[src/rtl/alst_pkg.sv]
// ----------------------------------------------------------------------------
// alst_pkg
// Shared widths, constants, codes and controller/datapath types for the
// announce level and speech trigger block.
// ----------------------------------------------------------------------------
package alst_pkg;

  // Number of road classes in the threshold table
  localparam int ROAD_CLASSES = 16;
  localparam int CLASS_W      = (ROAD_CLASSES > 1) ? $clog2(ROAD_CLASSES) : 1;

  // Field widths
  localparam int KIND_W   = 1;
  localparam int ROAD_W   = 5;
  localparam int DIST_W   = 25;
  localparam int ID_W     = 64;
  localparam int THR_W    = 26;
  localparam int LEVEL_W  = 4;
  localparam int LIMIT_W  = 4;

  // Internal widths
  localparam int RD_W        = 26;   // rounded distance, may exceed 25 bits
  localparam int COUNT_W     = 6;    // signed away counter
  localparam int MARK_W      = 27;   // turn-around mark
  localparam int RECIP_W     = 23;   // reciprocal of rounding step
  localparam int STEP_W      = 14;   // rounding step and half step
  localparam int RECIP_SHIFT = 26;   // reciprocal scale 2^26
  localparam int PROD_W      = RD_W + RECIP_W;
  localparam int QUOT_W      = PROD_W - RECIP_SHIFT;

  // Stream payload widths
  localparam int IN_TDATA_W  = 200;
  localparam int OUT_TDATA_W = 40;

  // Item kinds
  localparam logic [KIND_W-1:0] KIND_ROUTE = 1'b0;
  localparam logic [KIND_W-1:0] KIND_TABLE = 1'b1;

  // Levels
  localparam logic signed [LEVEL_W-1:0] LEVEL_NONE   = -4'sd2;
  localparam logic signed [LEVEL_W-1:0] LEVEL_BAD    = -4'sd1;
  localparam logic signed [LEVEL_W-1:0] LEVEL_NOW    = 4'sd0;
  localparam logic signed [LEVEL_W-1:0] LEVEL_NEAR   = 4'sd1;
  localparam logic signed [LEVEL_W-1:0] LEVEL_SOON   = 4'sd2;
  localparam logic signed [LEVEL_W-1:0] LEVEL_FOLLOW = 4'sd3;
  localparam logic signed [LEVEL_W-1:0] LEVEL_TURN   = 4'sd4;

  // Other constants
  localparam logic [LIMIT_W-1:0] LIMIT_RESET = 4'd3;
  localparam logic [MARK_W-1:0]  MARK_START  = 27'd50;
  localparam logic [MARK_W-1:0]  MARK_FIRST  = 27'd500;
  localparam logic [DIST_W-1:0]  DIST_MAX    = '1;

  // Controller states
  typedef enum logic [2:0] {
    ST_IDLE,
    ST_START,
    ST_MUL1,
    ST_MUL2,
    ST_ROUND,
    ST_DECIDE,
    ST_LOOP,
    ST_DONE
  } state_t;

  // Controller to datapath commands
  typedef struct packed {
    logic capture;
    logic start;
    logic mul1;
    logic mul2;
    logic round;
    logic decide;
    logic loop_step;
    logic load;
  } cmd_t;

  // Datapath to controller status
  typedef struct packed {
    logic kind;
    logic has;
    logic turn_path;
    logic loop_more;
    logic out_free;
  } status_t;

  // Rounding step selection
  typedef struct packed {
    logic [RECIP_W-1:0] recip;
    logic [STEP_W-1:0]  step;
    logic [STEP_W-1:0]  half;
  } round_step_t;

  // Pick the rounding step for a distance; recip is floor(2^26 / step)
  function automatic round_step_t round_step(input logic [DIST_W-1:0] d);
    round_step_t r;
    if (d < 25'd100) begin
      r = '{recip: 23'd6710886, step: 14'd10, half: 14'd5};
    end else if (d < 25'd250) begin
      r = '{recip: 23'd2684354, step: 14'd25, half: 14'd13};
    end else if (d < 25'd500) begin
      r = '{recip: 23'd1342177, step: 14'd50, half: 14'd25};
    end else if (d < 25'd5000) begin
      r = '{recip: 23'd671088, step: 14'd100, half: 14'd50};
    end else if (d < 25'd100000) begin
      r = '{recip: 23'd67108, step: 14'd1000, half: 14'd500};
    end else begin
      r = '{recip: 23'd6710, step: 14'd10000, half: 14'd5000};
    end
    return r;
  endfunction

endpackage

[src/rtl/announce_level_and_speech_trigger_top.sv]
// ----------------------------------------------------------------------------
// announce_level_and_speech_trigger_top
// Route update tracking, maneuver distance rounding, announce level lookup
// and speech trigger, with a per-class threshold table.
// ----------------------------------------------------------------------------
// One item is in work at a time; a finished result sits in the output
// register while the next item is taken. A route update with a maneuver
// goes through capture, update, two multiply steps for rounding,
// correction, level decision and hand-off; the hand-off waits while the
// output register is full. When the turn-around prompt is active, a loop
// step follows the level decision for each doubling of the turn-around
// mark, plus one final step. A table write or an update without a maneuver
// goes through capture, update and hand-off only.
// The configuration write is taken in any cycle and should only be issued
// while no item is in flight.
// ----------------------------------------------------------------------------
module announce_level_and_speech_trigger_top import alst_pkg::*; (
  input  logic                   clk,
  input  logic                   rst,
  // Input stream
  input  logic                   s_tvalid,
  output logic                   s_tready,
  // tdata from bit 0: road_class[4:0], dest_distance[29:5],
  // maneuver_dest_distance[54:30], has_maneuver[55], maneuver_id[119:56],
  // threshold_now[145:120], threshold_near[171:146],
  // threshold_soon[197:172], zero pad[199:198]
  input  logic [IN_TDATA_W-1:0]  s_tdata,
  // tuser: kind[0]
  input  logic [KIND_W-1:0]      s_tuser,
  // Result stream
  output logic                   m_tvalid,
  input  logic                   m_tready,
  // tdata from bit 0: notify[0], speak[1], level[5:2],
  // rounded_distance[30:6], turning_around[31], write_accepted[32],
  // zero pad[39:33]
  output logic [OUT_TDATA_W-1:0] m_tdata,
  // Configuration: driving-away limit
  input  logic                   cfg_valid,
  output logic                   cfg_ready,
  input  logic [LIMIT_W-1:0]     cfg_data
);

  // Input field offsets
  localparam int OFS_CLASS = 0;
  localparam int OFS_DEST  = OFS_CLASS + ROAD_W;
  localparam int OFS_MDEST = OFS_DEST + DIST_W;
  localparam int OFS_HAS   = OFS_MDEST + DIST_W;
  localparam int OFS_ID    = OFS_HAS + 1;
  localparam int OFS_NOW   = OFS_ID + ID_W;
  localparam int OFS_NEAR  = OFS_NOW + THR_W;
  localparam int OFS_SOON  = OFS_NEAR + THR_W;
  localparam int OUT_USED  = 3 + LEVEL_W + DIST_W + 1;

  cmd_t    cmd;
  status_t status;

  logic                      out_notify;
  logic                      out_speak;
  logic signed [LEVEL_W-1:0] out_level;
  logic [DIST_W-1:0]         out_rounded_distance;
  logic                      out_turning_around;
  logic                      out_write_accepted;

  // Register writes are always taken
  assign cfg_ready = 1'b1;

  alst_ctrl u_ctrl (
    .clk      (clk),
    .rst      (rst),
    .s_tvalid (s_tvalid),
    .s_tready (s_tready),
    .status   (status),
    .cmd      (cmd)
  );

  alst_dp u_dp (
    .clk                       (clk),
    .rst                       (rst),
    .cmd                       (cmd),
    .status                    (status),
    .in_kind                   (s_tuser),
    .in_road_class             (s_tdata[OFS_CLASS +: ROAD_W]),
    .in_dest_distance          (s_tdata[OFS_DEST +: DIST_W]),
    .in_maneuver_dest_distance (s_tdata[OFS_MDEST +: DIST_W]),
    .in_has_maneuver           (s_tdata[OFS_HAS]),
    .in_maneuver_id            (s_tdata[OFS_ID +: ID_W]),
    .in_threshold_now          (s_tdata[OFS_NOW +: THR_W]),
    .in_threshold_near         (s_tdata[OFS_NEAR +: THR_W]),
    .in_threshold_soon         (s_tdata[OFS_SOON +: THR_W]),
    .cfg_valid                 (cfg_valid),
    .cfg_data                  (cfg_data),
    .m_tready                  (m_tready),
    .m_tvalid                  (m_tvalid),
    .out_notify                (out_notify),
    .out_speak                 (out_speak),
    .out_level                 (out_level),
    .out_rounded_distance      (out_rounded_distance),
    .out_turning_around        (out_turning_around),
    .out_write_accepted        (out_write_accepted)
  );

  // Pack the result
  assign m_tdata = {{(OUT_TDATA_W-OUT_USED){1'b0}}, out_write_accepted, out_turning_around,
                    out_rounded_distance, out_level, out_speak, out_notify};

endmodule

[src/rtl/alst_ctrl.sv]
// ----------------------------------------------------------------------------
// alst_ctrl
// Sequencer: takes one item, steps the datapath through update, rounding,
// level decision and turn-mark iterations, then hands off the result.
// ----------------------------------------------------------------------------
module alst_ctrl import alst_pkg::*; (
  input  logic    clk,
  input  logic    rst,
  input  logic    s_tvalid,
  output logic    s_tready,
  input  status_t status,
  output cmd_t    cmd
);

  state_t state, state_next;

  // State register
  always_ff @(posedge clk) begin
    if (rst) begin
      state <= ST_IDLE;
    end else begin
      state <= state_next;
    end
  end

  // Next state and commands
  always_comb begin
    state_next = state;
    cmd        = '0;
    s_tready   = 1'b0;
    case (state)
      ST_IDLE: begin
        s_tready    = 1'b1;
        cmd.capture = s_tvalid;
        if (s_tvalid) begin
          state_next = ST_START;
        end
      end
      ST_START: begin
        cmd.start = 1'b1;
        if (status.kind == KIND_TABLE || !status.has) begin
          state_next = ST_DONE;
        end else begin
          state_next = ST_MUL1;
        end
      end
      ST_MUL1: begin
        cmd.mul1   = 1'b1;
        state_next = ST_MUL2;
      end
      ST_MUL2: begin
        cmd.mul2   = 1'b1;
        state_next = ST_ROUND;
      end
      ST_ROUND: begin
        cmd.round  = 1'b1;
        state_next = ST_DECIDE;
      end
      ST_DECIDE: begin
        cmd.decide = 1'b1;
        state_next = status.turn_path ? ST_LOOP : ST_DONE;
      end
      ST_LOOP: begin
        cmd.loop_step = 1'b1;
        if (!status.loop_more) begin
          state_next = ST_DONE;
        end
      end
      ST_DONE: begin
        if (status.out_free) begin
          cmd.load   = 1'b1;
          state_next = ST_IDLE;
        end
      end
      default: begin
        state_next = ST_IDLE;
      end
    endcase
  end

endmodule

[src/rtl/alst_dp.sv]
// ----------------------------------------------------------------------------
// alst_dp
// Datapath: input capture, away counter, distance rounding by reciprocal
// multiply, threshold table, level and speech decision, turn-mark doubling
// and the output register.
// ----------------------------------------------------------------------------
module alst_dp import alst_pkg::*; (
  input  logic                       clk,
  input  logic                       rst,
  input  cmd_t                       cmd,
  output status_t                    status,
  // Input item fields
  input  logic [KIND_W-1:0]          in_kind,
  input  logic [ROAD_W-1:0]          in_road_class,
  input  logic [DIST_W-1:0]          in_dest_distance,
  input  logic [DIST_W-1:0]          in_maneuver_dest_distance,
  input  logic                       in_has_maneuver,
  input  logic [ID_W-1:0]            in_maneuver_id,
  input  logic signed [THR_W-1:0]    in_threshold_now,
  input  logic signed [THR_W-1:0]    in_threshold_near,
  input  logic signed [THR_W-1:0]    in_threshold_soon,
  // Configuration write
  input  logic                       cfg_valid,
  input  logic [LIMIT_W-1:0]         cfg_data,
  // Result register
  input  logic                       m_tready,
  output logic                       m_tvalid,
  output logic                       out_notify,
  output logic                       out_speak,
  output logic signed [LEVEL_W-1:0]  out_level,
  output logic [DIST_W-1:0]          out_rounded_distance,
  output logic                       out_turning_around,
  output logic                       out_write_accepted
);

  // Captured item
  logic [KIND_W-1:0]       kind;
  logic [ROAD_W-1:0]       road_class;
  logic [DIST_W-1:0]       dest;
  logic [DIST_W-1:0]       mdest;
  logic                    has;
  logic [ID_W-1:0]         man_id;
  logic signed [THR_W-1:0] thr_now;
  logic signed [THR_W-1:0] thr_near;
  logic signed [THR_W-1:0] thr_soon;

  // Persistent state
  logic [LIMIT_W-1:0]          limit;
  logic [COUNT_W-1:0]          away_count;
  logic                        last_valid;
  logic [DIST_W-1:0]           last_dest;
  logic signed [LEVEL_W-1:0]   last_level;
  logic [MARK_W-1:0]           turn_mark;
  logic [ID_W-1:0]             last_id;
  logic signed [THR_W-1:0]     tab_now  [ROAD_CLASSES];
  logic signed [THR_W-1:0]     tab_near [ROAD_CLASSES];
  logic signed [THR_W-1:0]     tab_soon [ROAD_CLASSES];
  logic [ROAD_CLASSES-1:0]     tab_valid;

  // Rounding pipeline
  logic [RD_W-1:0]    x_val;
  logic [STEP_W-1:0]  step;
  logic [RECIP_W-1:0] recip;
  logic [PROD_W-1:0]  prod;
  logic [RD_W-1:0]    qs;
  logic [RD_W-1:0]    rd;

  // Registered table read for the current class
  logic signed [THR_W-1:0]   t_now, t_near, t_soon;

  // Working result
  logic                      res_notify;
  logic                      res_speak;
  logic signed [LEVEL_W-1:0] res_level;
  logic                      res_turning;
  logic                      res_write;

  // Combinational helpers
  logic                      class_ok;
  logic [CLASS_W-1:0]        class_idx;
  logic signed [COUNT_W:0]   cnt_ext, cnt_step, lim_ext, lo_ext, cnt_clamped;
  logic                      going_away;
  logic signed [RD_W:0]      diff;
  logic [DIST_W-1:0]         man_dist;
  round_step_t               rs;
  logic [QUOT_W+STEP_W-1:0]  qs_full;
  logic [RD_W-1:0]           rem;
  logic [RD_W-1:0]           step_ext;
  logic signed [RD_W:0]      rd_s;
  logic signed [LEVEL_W-1:0] lvl;
  logic                      turn_path, near_path, id_changed, lvl_drop;
  logic                      loop_more;
  logic [MARK_W-1:0]         mark_next;

  // Class range and table index
  assign class_ok  = ({1'b0, road_class} < (ROAD_W+1)'(ROAD_CLASSES));
  assign class_idx = road_class[CLASS_W-1:0];

  // Away counter step and clamp to [1 - limit, limit]
  assign going_away  = last_valid && (dest > last_dest);
  assign cnt_ext     = {away_count[COUNT_W-1], away_count};
  assign lim_ext     = {{(COUNT_W+1-LIMIT_W){1'b0}}, limit};
  assign lo_ext      = (COUNT_W+1)'(1) - lim_ext;
  assign cnt_step    = going_away ? cnt_ext + (COUNT_W+1)'(1) : cnt_ext - (COUNT_W+1)'(1);
  assign cnt_clamped = (cnt_step > lim_ext) ? lim_ext :
                       (cnt_step < lo_ext)  ? lo_ext  : cnt_step;

  // Maneuver distance, clamped at zero, and its rounding step
  assign diff     = {2'b00, dest} - {2'b00, mdest};
  assign man_dist = diff[RD_W] ? '0 : diff[DIST_W-1:0];
  assign rs       = round_step(man_dist);

  // Quotient times step and one correction step
  assign qs_full  = prod[PROD_W-1:RECIP_SHIFT] * step;
  assign step_ext = {{(RD_W-STEP_W){1'b0}}, step};
  assign rem      = x_val - qs;

  assign rd_s   = {1'b0, rd};

  // Announce level from the first threshold the distance falls under
  always_comb begin
    if (!class_ok) begin
      lvl = LEVEL_BAD;
    end else if (rd_s <= $signed({t_now[THR_W-1], t_now})) begin
      lvl = LEVEL_NOW;
    end else if (rd_s <= $signed({t_near[THR_W-1], t_near})) begin
      lvl = LEVEL_NEAR;
    end else if (rd_s <= $signed({t_soon[THR_W-1], t_soon})) begin
      lvl = LEVEL_SOON;
    end else begin
      lvl = LEVEL_FOLLOW;
    end
  end

  // Branch decisions
  assign turn_path  = (limit != '0) && (cnt_ext == lim_ext);
  assign near_path  = (limit == '0) || (cnt_ext == lo_ext);
  assign id_changed = (man_id != last_id);
  assign lvl_drop   = (lvl < last_level);
  assign loop_more  = ({1'b0, rd} > turn_mark);
  assign mark_next  = (turn_mark >= MARK_FIRST) ? {turn_mark[MARK_W-2:0], 1'b0} : MARK_FIRST;

  // Status to the controller
  assign status.kind      = kind;
  assign status.has       = has;
  assign status.turn_path = turn_path;
  assign status.loop_more = loop_more;
  assign status.out_free  = !m_tvalid || m_tready;

  // Capture the item
  always_ff @(posedge clk) begin
    if (cmd.capture) begin
      kind       <= in_kind;
      road_class <= in_road_class;
      dest       <= in_dest_distance;
      mdest      <= in_maneuver_dest_distance;
      has        <= in_has_maneuver;
      man_id     <= in_maneuver_id;
      thr_now    <= in_threshold_now;
      thr_near   <= in_threshold_near;
      thr_soon   <= in_threshold_soon;
    end
  end

  // Threshold table payload
  always_ff @(posedge clk) begin
    if (cmd.start && kind == KIND_TABLE && class_ok) begin
      tab_now[class_idx]  <= thr_now;
      tab_near[class_idx] <= thr_near;
      tab_soon[class_idx] <= thr_soon;
    end
  end

  // Table read; entries never written read as all minus one
  always_ff @(posedge clk) begin
    if (cmd.mul1) begin
      t_now  <= tab_valid[class_idx] ? tab_now[class_idx]  : '1;
      t_near <= tab_valid[class_idx] ? tab_near[class_idx] : '1;
      t_soon <= tab_valid[class_idx] ? tab_soon[class_idx] : '1;
    end
  end

  // Control state: limit, counter, history, marks, table valid bits
  always_ff @(posedge clk) begin
    if (rst) begin
      limit      <= LIMIT_RESET;
      away_count <= '0;
      last_valid <= 1'b0;
      last_level <= LEVEL_NONE;
      turn_mark  <= MARK_START;
      last_id    <= '0;
      tab_valid  <= '0;
    end else begin
      if (cfg_valid) begin
        limit <= cfg_data;
      end
      if (cmd.start) begin
        if (kind == KIND_TABLE) begin
          if (class_ok) begin
            tab_valid[class_idx] <= 1'b1;
          end
        end else begin
          away_count <= cnt_clamped[COUNT_W-1:0];
          last_valid <= 1'b1;
        end
      end
      if (cmd.decide && !turn_path && near_path) begin
        turn_mark <= MARK_START;
        if (id_changed) begin
          last_id <= man_id;
        end
        if (id_changed || lvl_drop) begin
          last_level <= lvl;
        end
      end
      if (cmd.loop_step && loop_more) begin
        turn_mark  <= mark_next;
        last_level <= LEVEL_TURN;
      end
    end
  end

  // Last destination distance
  always_ff @(posedge clk) begin
    if (cmd.start && kind == KIND_ROUTE) begin
      last_dest <= dest;
    end
  end

  // Rounding: add half step, multiply by reciprocal, back-multiply, correct
  always_ff @(posedge clk) begin
    if (cmd.start) begin
      x_val <= {1'b0, man_dist} + {{(RD_W-STEP_W){1'b0}}, rs.half};
      step  <= rs.step;
      recip <= rs.recip;
    end
    if (cmd.mul1) begin
      prod <= x_val * recip;
    end
    if (cmd.mul2) begin
      qs <= qs_full[RD_W-1:0];
    end
    if (cmd.round) begin
      rd <= (rem >= step_ext) ? qs + step_ext : qs;
    end
  end

  // Working result
  always_ff @(posedge clk) begin
    if (cmd.start) begin
      res_notify  <= (kind == KIND_ROUTE) && has;
      res_speak   <= 1'b0;
      res_level   <= LEVEL_NOW;
      res_turning <= 1'b0;
      res_write   <= (kind == KIND_TABLE) && class_ok;
    end
    if (cmd.decide) begin
      if (turn_path) begin
        res_turning <= 1'b1;
      end else if (near_path) begin
        res_level <= lvl;
        res_speak <= id_changed || lvl_drop;
      end
    end
    if (cmd.loop_step && loop_more) begin
      res_level <= LEVEL_TURN;
      res_speak <= 1'b1;
    end
  end

  // Output register valid
  always_ff @(posedge clk) begin
    if (rst) begin
      m_tvalid <= 1'b0;
    end else if (cmd.load) begin
      m_tvalid <= 1'b1;
    end else if (m_tready) begin
      m_tvalid <= 1'b0;
    end
  end

  // Output register payload; rounded distance saturates at 25 bits
  always_ff @(posedge clk) begin
    if (cmd.load) begin
      out_notify         <= res_notify;
      out_speak          <= res_speak;
      out_level          <= res_level;
      out_turning_around <= res_turning;
      out_write_accepted <= res_write;
      if (!res_notify) begin
        out_rounded_distance <= '0;
      end else if (rd > {1'b0, DIST_MAX}) begin
        out_rounded_distance <= DIST_MAX;
      end else begin
        out_rounded_distance <= rd[DIST_W-1:0];
      end
    end
  end

endmodule

[config.mk]
export PLATFORM = sky130hd
export DESIGN_NAME = announce_level_and_speech_trigger_top
export DESIGN_NICKNAME = d
export VERILOG_FILES = /design/src/rtl/alst_pkg.sv /design/src/rtl/announce_level_and_speech_trigger_top.sv /design/src/rtl/alst_ctrl.sv /design/src/rtl/alst_dp.sv
export SDC_FILE = /design/constraint.sdc
export NUM_CORES = 2
export LEC_CHECK = 0
export BUFFER_PORTS_ARGS = -buffer_cell sky130_fd_sc_hd__buf_2
export CORE_ASPECT_RATIO = 1.75
export CORE_MARGIN = 1
export CORE_UTILIZATION = 35
export DETAILED_ROUTE_END_ITERATION = 8
export HOLD_SLACK_MARGIN = 0.06
export PLACE_DENSITY_LB_ADDON = 0.1
export SLEW_MARGIN = 0
export SYNTH_ARGS = -nofsm -noshare
export SYNTH_HDL_FRONTEND = slang
export SYNTH_HIERARCHICAL = 1
export SYNTH_SLANG_ARGS = --single-unit
[constraint.sdc]
create_clock -name clk -period 16.2 [get_ports clk]
set_input_delay 1.62 -clock clk [delete_from_list [all_inputs] [get_ports clk]]
set_output_delay 1.62 -clock clk [all_outputs]
set_load 0.05 [all_outputs]
Word-level counts from Yosys, hierarchy flattened
Memory sizes are Yosys's and may differ from the RTL's. A register that Yosys moved wholly into a read port is not among the register bits.
Index checks and enable logic that the tools add are counted.
{ "totals": {"regBits": 555, "memories": 3, "mem_bits_rw": 1248, "input_bits": 210, "out_inout_bits": 43, "word_cells": 182} }
{ "classes": {"n_mul": 2, "mux": 56, "eq_ne": 13, "add_sub_neg": 7, "n_lt_le_gt_ge": 19, "bitwise": 2, "n_reduce_logical": 37} }
{ "memory_table": {"columns": ["memory", "words", "word_bits", "read_ports", "rd_ports_with_merged_regs", "write_ports", "line", "text"], "rows": [
  ["u_dp.tab_near", 16, 26, 1, 1, 1, "alst_dp.sv:56", "logic signed [THR_W-1:0] tab_near [ROAD_CLASSES];"],
  ["u_dp.tab_now", 16, 26, 1, 1, 1, "alst_dp.sv:55", "logic signed [THR_W-1:0] tab_now [ROAD_CLASSES];"],
  ["u_dp.tab_soon", 16, 26, 1, 1, 1, "alst_dp.sv:57", "logic signed [THR_W-1:0] tab_soon [ROAD_CLASSES];"]
]} }
{ "ops": {"columns": ["operator", "n"], "rows": [
  ["51-bit 2-to-1 mux", 3],
  ["27-bit by 26-bit less-or-equal comparator with 1-bit output", 3],
  ["27-bit 2-to-1 mux", 3],
  ["64-bit inequality test", 1],
  ["25-bit 2-to-1 mux", 2],
  ["26-bit by 23-bit multiplier with 49-bit output", 1],
  ["45-bit 2-to-1 mux", 1],
  ["4-bit 2-to-1 mux", 10],
  ["27-bit by 9-bit greater-or-equal comparator with 1-bit output (second input constant)", 1],
  ["26-bit by 27-bit greater-than comparator with 1-bit output", 1],
  ["25-bit by 14-bit adder with 26-bit output", 1],
  ["26-bit by 14-bit adder with 26-bit output", 1],
  ["26-bit by 14-bit greater-or-equal comparator with 1-bit output", 1],
  ["26-bit by 25-bit greater-than comparator with 1-bit output (second input constant)", 1],
  ["23-bit by 14-bit multiplier with 26-bit output", 1],
  ["26-bit 2-to-1 mux", 1],
  ["25-bit by 25-bit subtractor with 26-bit output", 1],
  ["26-bit subtractor", 1],
  ["25-bit greater-than comparator", 1],
  ["25-bit by 13-bit less-than comparator with 1-bit output (second input constant)", 1],
  ["25-bit by 17-bit less-than comparator with 1-bit output (second input constant)", 1],
  ["25-bit by 7-bit less-than comparator with 1-bit output (second input constant)", 1],
  ["25-bit by 8-bit less-than comparator with 1-bit output (second input constant)", 1],
  ["25-bit by 9-bit less-than comparator with 1-bit output (second input constant)", 1],
  ["other kinds (36)", 96]
]} }

Logic depth before layout (Yosys ltp)
{ "logic_depth": {"ltp_word": 10, "depth_mapped": 30, "mapped_depth_nobuf": 29} }

By module
The synthesis kept the hierarchy.
{ "by_module_without_submodules": {"columns": ["mod", "area_per_inst_um2", "seq_area_each_um2", "cells_per_inst", "n_inst"], "rows": [
  ["alst_dp", 100321.2, 53971.8, 6934, 1],
  ["alst_ctrl", 242.7, 60.1, 31, 1],
  ["announce_level_and_speech_trigger_top", 97.6, 0.0, 14, 1]
]} }

Worst setup path after synthesis
No wires, ideal clock.
{ "synth_path": {"path_type": "flip-flop to flip-flop", "start": "register u_ctrl.state[0]", "end": "memory u_dp.tab_near[0][0], enable pin", "slack_ps": 4560, "period_less_slack_ps": 11640, "setup_time_ps": 612, "path_stages_with_launch": 6, "path_buffers": 1, "t_required_ps": 15588, "arrival_time_ps": 11028, "cell_sequence": "dfxtp_1 -> buf_2 -> nor3b_1 -> nand2_1 -> or3_1 -> nor3_1"} }
{ "synth_lines": {"columns": ["item", "line", "text"], "rows": [
  ["from (decl)", "alst_ctrl.sv:15", "state_t state, state_next;"],
  ["from (signal assigned)", "alst_ctrl.sv:22", "state <= state_next;"],
  ["to (decl)", "alst_dp.sv:56", null]
]} }

==> flow_summary.json <==
{
  "tightestPinTransition_ns": 1.11,
  "area_growth_pct": 12.1,
  "overflow": 0,
  "insertion_delay_ns": 0.89,
  "drc": 0,
  "grt_max_degree": 75,
  "fin_area_um2": 113000,
  "design.die.area_um2": 290000,
  "grt_pass1_wl_mm": 422,
  "antenna_left": 0,
  "ys_types": 83,
  "hpwlAfterDp_mm": 193,
  "ys_ff_latch": 1843,
  "period_minus_slack_ns": 9.59,
  "ys.flop_type": "edfxtp_1",
  "r2r_slack_ns": 6.61,
  "async_flop_share_pct": 0,
  "syn_inst": 6979,
  "fin_crit_sh_pct": 59.2,
  "cts_tree": "done",
  "syn_area_um2": 101000,
  "layout.nets": 8632,
  "ctsResizeCount": 0,
  "die_w_um": 407,
  "clock_skew_ns": 0.0956,
  "routed_wirelength_mm": 287,
  "vias": 56700,
  "status": "finished clean",
  "clk_root_buffer_cell": "clkbuf_16",
  "antenna_found_initial": 16,
  "drt_iter0_drc": 3575,
  "place_area_um2": 107000,
  "final_common_cell": "edfxtp_1",
  "cts.sinks": 1843,
  "seq_area_um2": 54000,
  "port-buffer-count": 242,
  "cts_hold_buf": 0,
  "n_fill_cell": 26913,
  "cts.htree.levels": 4,
  "gp_congestion": 0.845,
  "dr.pass1.iters": 5,
  "required_ns": 16.86,
  "synth_edf_count": 1712,
  "yosysWarnings": 6,
  "cp_data_arrival_time_ns": 10.25,
  "hold_class": "reg2reg",
  "core_area_um2": 286000,
  "slew_violations": 0,
  "critPathKind": "reg2reg",
  "final.setup.tns_ns": 0,
  "multi_input_area_um2": 41800,
  "clk_pin_slew_ns": 0.06,
  "cp_max_fo": 33,
  "mostFrequentLayoutCells": "1712 x edfxtp_1, 1016 x inv_1, 650 x fa_1, 496 x ha_1, 463 x nand2_1",
  "max_slew_margin_pct": 26.2,
  "pin_count": 253,
  "ys_seq_area_share_pct": 53.7,
  "cp-start-kind": "register",
  "via_per_inst": 5.05,
  "rows": 260,
  "grt_pass1_vias": 61814,
  "syn_area_per_cell_um2": 14.4,
  "drv_cap": 0,
  "fmax_mhz": 104,
  "clockBufferDepth": 4,
  "setup-violations-final": 0,
  "wl_per_cell_um": 25.6,
  "drive_gt1_share_pct": 14.8,
  "cts_buffers": 189,
  "die_h_um": 711,
  "postCtsSetupBuffers": 0,
  "track_usage_pct": 19.9,
  "end_kind": "register",
  "start_util_pct": 35.2,
  "worst_hold_slack_ns": 0.433,
  "final-hold-violation-count": 0,
  "rsz0062_at_grt": "false"
}
-- registers in the layout, indices dropped and copies added, names as in the netlist, 23 cells and up --
name and cells:
u_dp/rd 26, u_dp/prod 23, u_dp/last_dest 25, u_dp/tab_now 416, u_dp/thr_near 26, u_dp/tab_near 416, u_dp/x_val 26, u_dp/last_id 64
u_dp/t_near 26, u_dp/thr_soon 26, u_dp/t_now 26, u_dp/tab_soon 416, u_dp/thr_now 26, u_dp/turn_mark 26, u_dp/dest 25, u_dp/t_soon 26
u_dp/qs 26, u_dp/mdest 25, u_dp/out_rounded_distance 25, u_dp/man_id 64
-- layer usage --
| metal | routed length [um] | track usage [%] | vias up | part of all wire, % |
|---|---|---|---|---|
| met4 | 9190 | 6.04 | 0 | 3.2 |
| met2 | 159000 | 38.1 | 1069 | 55 |
| met1 | 111000 | 23.3 | 30181 | 39 |
| met5 | 0 | 0 | - | 0 |
| met3 | 8120 | 1.70 | 379 | 2.8 |
| li1 | - | - | 25071 | - |
-- layout make-up --
cell class	instances	share of cell area, %
diodes	3	0.00666
repair buffers	382	2.03
inverters	1018	3.39
clock buffers	230	4.44
clock inverters	107	0.932
well taps	3799	4.21
flip-flops and latches	1843	47.9
multi-input cells	3842	37.1
-- synthesized netlist by cell type (all sizes together) (9+ instances only) --
cell type	instances	area [um^2]
nand2	463	1740
edfxtp	1712	51400
a211oi	22	165
dfxtp	131	2620
ha	496	6210
a21o	76	571
nor4	37	231
o21bai	19	146
o21ai	101	505
a22oi	19	143
clkbuf	224	841
nand2b	112	701
nand4	45	297
and2	350	2190
a31oi	14	87.6
xor2	103	902
o31ai	10	80.1
o211ai	18	135
or3	10	62.6
xnor2	97	850
a21oi	141	709
inv	1017	3820
or2	16	100
nand3	38	190
nor2b	36	225
mux2i	76	761
o21a	58	435
nor3	50	272
nor2	263	1000
buf	58	307
a21boi	9	67.6
fa	650	13000
and3	12	75.1
mux4	396	8920
-- final timing paths --
path / start / end / cells past startpoint
setup / recovery: u_dp/step[1] / u_dp/prod[48] / 24
hold / removal: u_dp/res_speak / u_dp/out_speak / 0
setup reg to reg: u_dp/step[1] / u_dp/prod[48] / 24
hold reg to reg: u_dp/res_speak / u_dp/out_speak / 0
-- logic make-up (layout without fill, tap and decap cells) --
kind of cell             Yosys count  after routing  share of synthesized area, %
flip-flops                      1843           1843                          53.7
AND/OR/NAND/NOR                 1459           1459                          7.26
multiplexers                     476            476                          9.66
XOR/XNOR                         200            200                          1.74
other                              2             11                       0.00746
AO/OA/AOI/OAI                    553            553                          3.62
adder cells (fa/ha/maj)         1146           1146                          19.1
buffers and inverters           1300           1737                          4.94
-- metrics by stage --
stage               cells  worst slack, ns  util, %
floorplan            6985             4.56        -
global placement    10884             6.40     37.3
detailed placement  10884             6.48     37.3
CTS                 11221             6.40     39.4
global route        11223             6.15     39.4
finish              11224             6.61     39.4
-- critical path, stage by stage, from the launching register on --
cell,delay (ns)
edfxtp_1,0.93
buf_4,0.58
nand2_1,0.15
fa_1,0.51
fa_1,0.56
inv_1,0.06
fa_1,0.48
fa_1,0.53
fa_1,0.47
fa_1,0.56
inv_1,0.07
fa_1,0.54
inv_1,0.07
ha_1,0.32
o21a_1,0.11
o21ai_0,0.71
o22ai_1,0.20
a211oi_1,0.58
o21ai_1,0.44
a41oi_1,0.55
o211ai_1,0.20
and3_1,0.23
o21ai_0,0.28
a21oi_1,0.11
a31oi_1,0.16
Power is not shown: default switching activity piles up to over one toggle a cycle in this logic, so the estimate is an artifact.
